**config.mk**
```make
export PLATFORM = sky130hd
export DESIGN_NAME = mcca_lane
export DESIGN_NICKNAME = d
export VERILOG_FILES = /design/src/sv/assert_macros.svh /design/src/sv/mcca_pkg.sv /design/src/sv/mcca_lane.sv
export SDC_FILE = /design/constraint.sdc
export NUM_CORES = 2
export LEC_CHECK = 0
export CORE_MARGIN = 2
export CORE_UTILIZATION = 35
export DETAILED_ROUTE_END_ITERATION = 7
export DONT_BUFFER_PORTS = 1
export PLACE_DENSITY = 0.53
export SYNTH_ARGS = -nofsm -noshare
export SYNTH_HDL_FRONTEND = slang
export SYNTH_SLANG_ARGS = --single-unit
```
**constraint.sdc**
```tcl
create_clock -name clk -period 14.65 [get_ports clk]
set_input_delay 1.465 -clock clk [delete_from_list [all_inputs] [get_ports clk]]
set_output_delay 1.465 -clock clk [all_outputs]
set_load 0.005 [all_outputs]
```
**src/sv/assert_macros.svh**
```systemverilog
// Assertion macros for the RTL files that check their own behavior.
// No dependencies; include this file by its bare name.
`ifndef ASSERT_MACROS_SVH
`define ASSERT_MACROS_SVH

// The consequent must hold in the same cycle as the antecedent.
`define ASSERT_IMPLIES(label, clk, rst, ante, cons) \
  label: assert property (@(posedge clk) disable iff (rst) (ante) |-> (cons)) \
    else $error("assertion failed: same-cycle implication");

// The consequent must hold in the cycle after the antecedent.
`define ASSERT_NEXT(label, clk, rst, ante, cons) \
  label: assert property (@(posedge clk) disable iff (rst) (ante) |=> (cons)) \
    else $error("assertion failed: next-cycle implication");

`endif

```
**src/sv/mcca_pkg.sv**
```systemverilog
// Types, constants and helper functions of the multichannel covariance accumulator.
// No dependencies; every other RTL file of the block imports this package.
package mcca_pkg;

  localparam int FIELD_W = 16;
  localparam int ACC_W   = 48;
  localparam int CNT_W   = 13;
  localparam int CHAN_W  = 2;
  localparam int DATA_W  = 32;
  localparam int ADDR_W  = 3;
  localparam int MAX_CH  = 4;

  // Register word index, taken from paddr[2].
  localparam logic REG_WINDOW_LENGTH = 1'b0;

  localparam logic [CNT_W-1:0] WINDOW_LENGTH_RESET = CNT_W'(256);

  typedef struct packed {
    logic signed [FIELD_W-1:0] ch0_re;
    logic signed [FIELD_W-1:0] ch0_im;
    logic signed [FIELD_W-1:0] ch1_re;
    logic signed [FIELD_W-1:0] ch1_im;
    logic signed [FIELD_W-1:0] ch2_re;
    logic signed [FIELD_W-1:0] ch2_im;
    logic signed [FIELD_W-1:0] ch3_re;
    logic signed [FIELD_W-1:0] ch3_im;
  } sample_item_t;

  typedef struct packed {
    logic signed [ACC_W-1:0] term_value;
    logic [CHAN_W-1:0]       row_channel;
    logic [CHAN_W-1:0]       col_channel;
    logic                    is_imaginary;
    logic                    last_term;
  } term_item_t;

  // Control that the top level hands to every lane.
  typedef struct packed {
    logic adv;      // pipeline moves one step
    logic acc_en;   // a sample sits in the accumulate stage
    logic acc_clr;  // that sample closes its window
  } lane_ctl_t;

  // Position of a row's power term in emission order.
  function automatic int term_base(input int row, input int num_ch);
    return row * (2 * num_ch - row);
  endfunction

endpackage

```
**src/sv/mcca_lane.sv**
```systemverilog
// One lane: the complex product of a channel pair and its running sums.
// Depends on mcca_pkg.
module mcca_lane #(
  parameter int SAMPLE_BITS = 16
) (
  input  logic                           clk,
  input  logic                           rst,
  input  mcca_pkg::lane_ctl_t            ctl,
  input  logic signed [SAMPLE_BITS-1:0]  a_re,
  input  logic signed [SAMPLE_BITS-1:0]  a_im,
  input  logic signed [SAMPLE_BITS-1:0]  b_re,
  input  logic signed [SAMPLE_BITS-1:0]  b_im,
  output logic [mcca_pkg::ACC_W-1:0]     sum_re,
  output logic [mcca_pkg::ACC_W-1:0]     sum_im
);
  import mcca_pkg::*;

  localparam int PROD_W = 2 * SAMPLE_BITS;
  localparam int COMB_W = PROD_W + 1;
  localparam int EXT_W  = (COMB_W > ACC_W) ? COMB_W : ACC_W;

  logic signed [PROD_W-1:0] p_rr;
  logic signed [PROD_W-1:0] p_ii;
  logic signed [PROD_W-1:0] p_ir;
  logic signed [PROD_W-1:0] p_ri;
  logic signed [EXT_W-1:0]  comb_re_ext;
  logic signed [EXT_W-1:0]  comb_im_ext;
  logic [ACC_W-1:0]         comb_re;
  logic [ACC_W-1:0]         comb_im;
  logic [ACC_W-1:0]         acc_re;
  logic [ACC_W-1:0]         acc_im;

  // Stage one: the four partial products.
  always_ff @(posedge clk) begin
    if (ctl.adv) begin
      p_rr <= a_re * b_re;
      p_ii <= a_im * b_im;
      p_ir <= a_im * b_re;
      p_ri <= a_re * b_im;
    end
  end

  assign comb_re_ext = EXT_W'(p_rr) + EXT_W'(p_ii);
  assign comb_im_ext = EXT_W'(p_ir) - EXT_W'(p_ri);

  // Stage two: real and imaginary parts of a * conj(b), wrapped to the sum width.
  always_ff @(posedge clk) begin
    if (ctl.adv) begin
      comb_re <= comb_re_ext[ACC_W-1:0];
      comb_im <= comb_im_ext[ACC_W-1:0];
    end
  end

  assign sum_re = acc_re + comb_re;
  assign sum_im = acc_im + comb_im;

  // The sums restart from zero once a window's totals have been handed on.
  always_ff @(posedge clk) begin
    if (rst) begin
      acc_re <= '0;
      acc_im <= '0;
    end else if (ctl.acc_en) begin
      acc_re <= ctl.acc_clr ? '0 : sum_re;
      acc_im <= ctl.acc_clr ? '0 : sum_im;
    end
  end

endmodule

```
### Word-level counts from Yosys, hierarchy flattened

Cells that the tools add are included.
W data, S select, Z words.

* register bits: 320
* input bits: 69
* output and inout bits: 96
* logic and storage cells: 18

* add/sub/neg operators: 4
* multipliers: 4
* muxes and demuxes: 2

Operators with widths (count)
* $mul A16 B16 Y32: 4
* $add A48 B48 Y48: 2
* $mux W48: 2
* $add A32 B32 Y33: 1
* $sub A32 B32 Y33: 1

### Logic depth before layout (Yosys ltp)

* word-level depth: 2
* gate-level depth with buffers: 24
* mapped depth without buffers: 23

### Worst setup path after synthesis

No wires, ideal clock.

* path kind: input to register
* start point: in a_im[15]
* end point: reg p_ir[31], data pin
* setup time: 0.260 ns
* arrival time: 7.023 ns
* required time: 14.390 ns
* setup slack: 7.367 ns
* stages: 20
* buffers on the path: 1
* cell sequence: clkbuf_1 nand2_1 inv_1 fa_1 fa_1 fa_1 fa_1 fa_1 inv_1 fa_1 inv_1 ha_1 and4_1 a21oi_1 inv_1 a311o_1 a311oi_1 o21bai_1 a21oi_1 xnor2_1

* longest elaborated chain between the ends: 1

Ends and longest elaborated chain
* start: declaration: RTL line mcca_lane.sv:10 `input logic signed [SAMPLE_BITS-1:0] a_im,`
* $mul A16 B16 Y32: RTL line mcca_lane.sv:38 `p_ir <= a_im * b_re;`
* end signal: assignment: RTL line mcca_lane.sv:38
* end: declaration: RTL line mcca_lane.sv:24 `logic signed [PROD_W-1:0] p_ir;`

No other way between the ends.
A chain may end at the register's enable or synchronous reset.

### Worst setup path in the final report

* start point: in b_re[15]
* end point: reg p_ir[28], data pin

* longest elaborated chain between the ends: 1

Ends and longest elaborated chain
* start: declaration: RTL line mcca_lane.sv:11 `input logic signed [SAMPLE_BITS-1:0] b_re,`
* $mul A16 B16 Y32: RTL line mcca_lane.sv:38

No other way between the ends.

==> run summary <==
Placer Congestion: 0.871
post-route ant nets: 0
Async S/R FF share, synth: 0%
post-synthesis net count: 7704
DRC errors left: 0
Yosys reg bits: 290
H-tree levels: 2
# nets final: 7510
final-report hold violation count: 0
CP max FO: 15
CP cell instances: clkinv_1, buf_4, nor2_1, fa_1, fa_1, fa_1, fa_1, fa_1, inv_1, fa_1, inv_1, ha_1, nand4_1, nor2_1, o2111ai_1, o211ai_1, nor4_1, nor4b_1, a31oi_1, nor2b_1, o21ai_1, xor2_1
r2r endpoint: comb_im[29]$_DFFE_PP_
Critical Path End Type: register
maximum number of pins on one net before global-route repair: 195
mux share of post-synthesis cell area: 0.0376%
hold path depth: 2
crit-path max cell delay: 0.66 ns
Num CTS Buffers: 43
WHS Endpoint: acc_re[0]$_SDFFE_PP0P_
hpwl dp: 113 mm
flop-to-flop setup slack: 9.72 ns
Rel. slew slack: 22.1%
Max Fclk: 0.134 GHz
final clock period utilization by the worst path: 50.9%
Setup Crit Path Kind: in2reg
CTS clk-pin slew, worst paths: 0.06 ns
Max Clock Skew: 0.0197 ns
Syn-to-layout area delta: 5.70%
sequential share of the synthesized area: 13.7%
syn_area_per_cell: 9.28 sq um
Hold-fix buffers, CTS: 0
Finish-stage setup viols: 0
drt initial violations: 2459
Cells after Synth: 6097
reg2reg start: p_ri[13]$_DFFE_PP_
Sum Neg Setup Slack: 0 ns
setup repair bufs after CTS: 0
io pins: 165
row count: 147
Worst EP required: 15.02 ns
cell mode on critical path: fa_1
slowest CP cell: nor4b_1
Simple-Gate Fraction of Synth Area: 14.8%
clock tree buffer depth: 3
I/O Buffers: 0
hold crit path type: reg2reg
worst path arrival time: 7.82 ns
EDFF count, synth: 194
CP startpoint kind: input port
number of global-route vias before repair: 41900
Post-Synth XOR/XNOR Area: 4.40%
Via Count: 39900
GRT overflow: 0
Synth Cell Area: 0.0566 sq mm
TritonCTS clock tree: done
Die Wd: 406 um
Clock Root Buffer: clkbuf_16
Synth Area in Compound Gates: 9.25%
core area: 0.161 sq mm
Tot GR Track Use: 18.4%
Top FF cell, synth: edfxtp_1
status: finished clean
Hold Crit Start: acc_re[0]$_SDFFE_PP0P_
global-route wire length before repair: 238 mm
min Tclk post-route: 7.45 ns
Post-CTS Resized: 0
largest family of logic cells by synthesized area: adder cells
layout cells sized above 1: 1.52%
Final Max Slew Viols: 0
Syn. warnings: 0
adder-cell area share of the yosys netlist: 48.0%
final WL: 147 mm
Avg WL per Cell: 18.1 um
number of clock sinks: 290
Vias/cell: 4.93
drt pass-1 iters: 5
die area: 0.165 sq mm
synth unique cells: 81
max-cap violations: 0
die height: 406 um
Worst-Skew Late Latency: 0.62 ns
unrepaired setup endpoints after global routing: false
Worst-Margin Slew: 1.17 ns
R2R cell count: 11
initial core utilization: 35.2%
antenna violations before repair: 4
-- stage by stage --
step	cell area [sq um]	utilization [%]	setup WS (ns)	hold WS [ns]	instances
after global routing	59800	37.2	6.91	0.499	8098
after CTS	59800	37.2	7.37	0.468	8098
final	59800	37.2	7.20	0.464	8099
after global placement	58400	36.4	6.79	0.452	8018
after floorplan	56600	-	7.37	0.450	6097
after detailed placement	58400	36.4	6.71	0.458	8018
-- worst max-delay path: cells and delay by family --
family | cells | cell delay (ns)
AO/OA/AOI/OAI | 4 | 0.75
XOR/XNOR | 1 | 0.08
adder cells (fa/ha/maj) | 7 | 3.16
buffers and inverters | 4 | 0.93
AND/OR/NAND/NOR | 6 | 1.41
-- synth_stat cells (11+ instances only) --
cell,count,area share [%]
xor2_1,86,1.3
nor2_1,231,1.5
a211oi_1,24,0.32
nor3_1,41,0.36
ha_1,486,11
nor2b_1,85,0.94
nor4_1,11,0.12
clkbuf_1,238,1.6
o21ai_1,59,0.52
and2_1,507,5.6
o21bai_1,35,0.46
nand4_1,24,0.27
a22o_1,35,0.54
edfxtp_1,194,10
nand2_1,595,3.9
dfxtp_1,96,3.4
nand2b_1,53,0.59
inv_1,1229,8.2
o211ai_1,18,0.24
a21o_1,112,1.5
fa_1,1052,37
nand3_1,68,0.60
o21a_1,36,0.48
and3_1,17,0.19
a21oi_1,309,2.7
xnor2_1,198,3.1
o21ai_0,78,0.69
a31oi_1,17,0.19
-- registers in the layout (all words and copies together) (netlist names) --
register and flops:
comb_re 33, p_ri 32, acc_im 48, p_ii 32, p_rr 32, comb_im 33
acc_re 48, p_ir 32
-- worst max path at each step --
stage / end / start / slack, ns
2_1_floorplan: p_ir[31]$_DFFE_PP_ / a_im[15] / 7.37
3_3_place_gp: p_ir[28]$_DFFE_PP_ / b_re[15] / 6.79
3_5_place_dp: p_ir[28]$_DFFE_PP_ / b_re[15] / 6.71
4_1_cts: p_ir[28]$_DFFE_PP_ / b_re[15] / 7.37
5_1_grt: p_ir[28]$_DFFE_PP_ / b_re[15] / 6.91
6_report: p_ir[28]$_DFFE_PP_ / b_re[15] / 7.20
-- cell usage in the layout (no fill, tap or decap), types with 23 or more instances in the layout --
cell	netlist	routed
nand2_1	595	595
o21ai_1	59	59
clkbuf_16	0	43
nand4_1	24	24
o21a_1	36	36
nor2_1	231	230
fa_1	1052	1052
o21ai_0	78	78
xor2_1	86	86
nor2b_1	85	83
edfxtp_1	194	194
and2_1	507	507
dfxtp_1	96	96
a21o_1	112	112
a211oi_1	24	23
xnor2_1	198	198
ha_1	486	486
o21bai_1	35	35
nand3_1	68	68
nor3_1	41	41
a22o_1	35	35
inv_1	1229	1229
a21oi_1	309	309
nand2b_1	53	53
-- routing by layer --
layer / track usage (%) / part of all wire (%)
met1: 26.3 / 46
met2: 28.1 / 43
met3: 5.08 / 8.7
met4: 3.23 / 1.7
met5: 0 / 0
-- cell families (layout without fill, tap and decap cells) --
family          count (synthesis)  count (layout)
simple gates                 1681            1681
fa+ha+maj                    1538            1538
buf+inv                      1479            1320
compound gates                823             823
flops                         290             290
xor+xnor                      284             284
mux                             2               2
other cells                     0               1
-- cell type report --
type                    count  area [sq um]
inverters                1232          4620
flip-flops and latches    290          7750
diodes                      1          2.50
clock buffers              55          1130
repair buffers              8          60.1
clock inverters            25           234
multi-input cells        4328         43300
well taps                2160          2700
fillers                 16300        101000
Power is left out: the tool's default activity adds up to more than one toggle a clock period on the data nets, which glitch-free logic cannot reach.
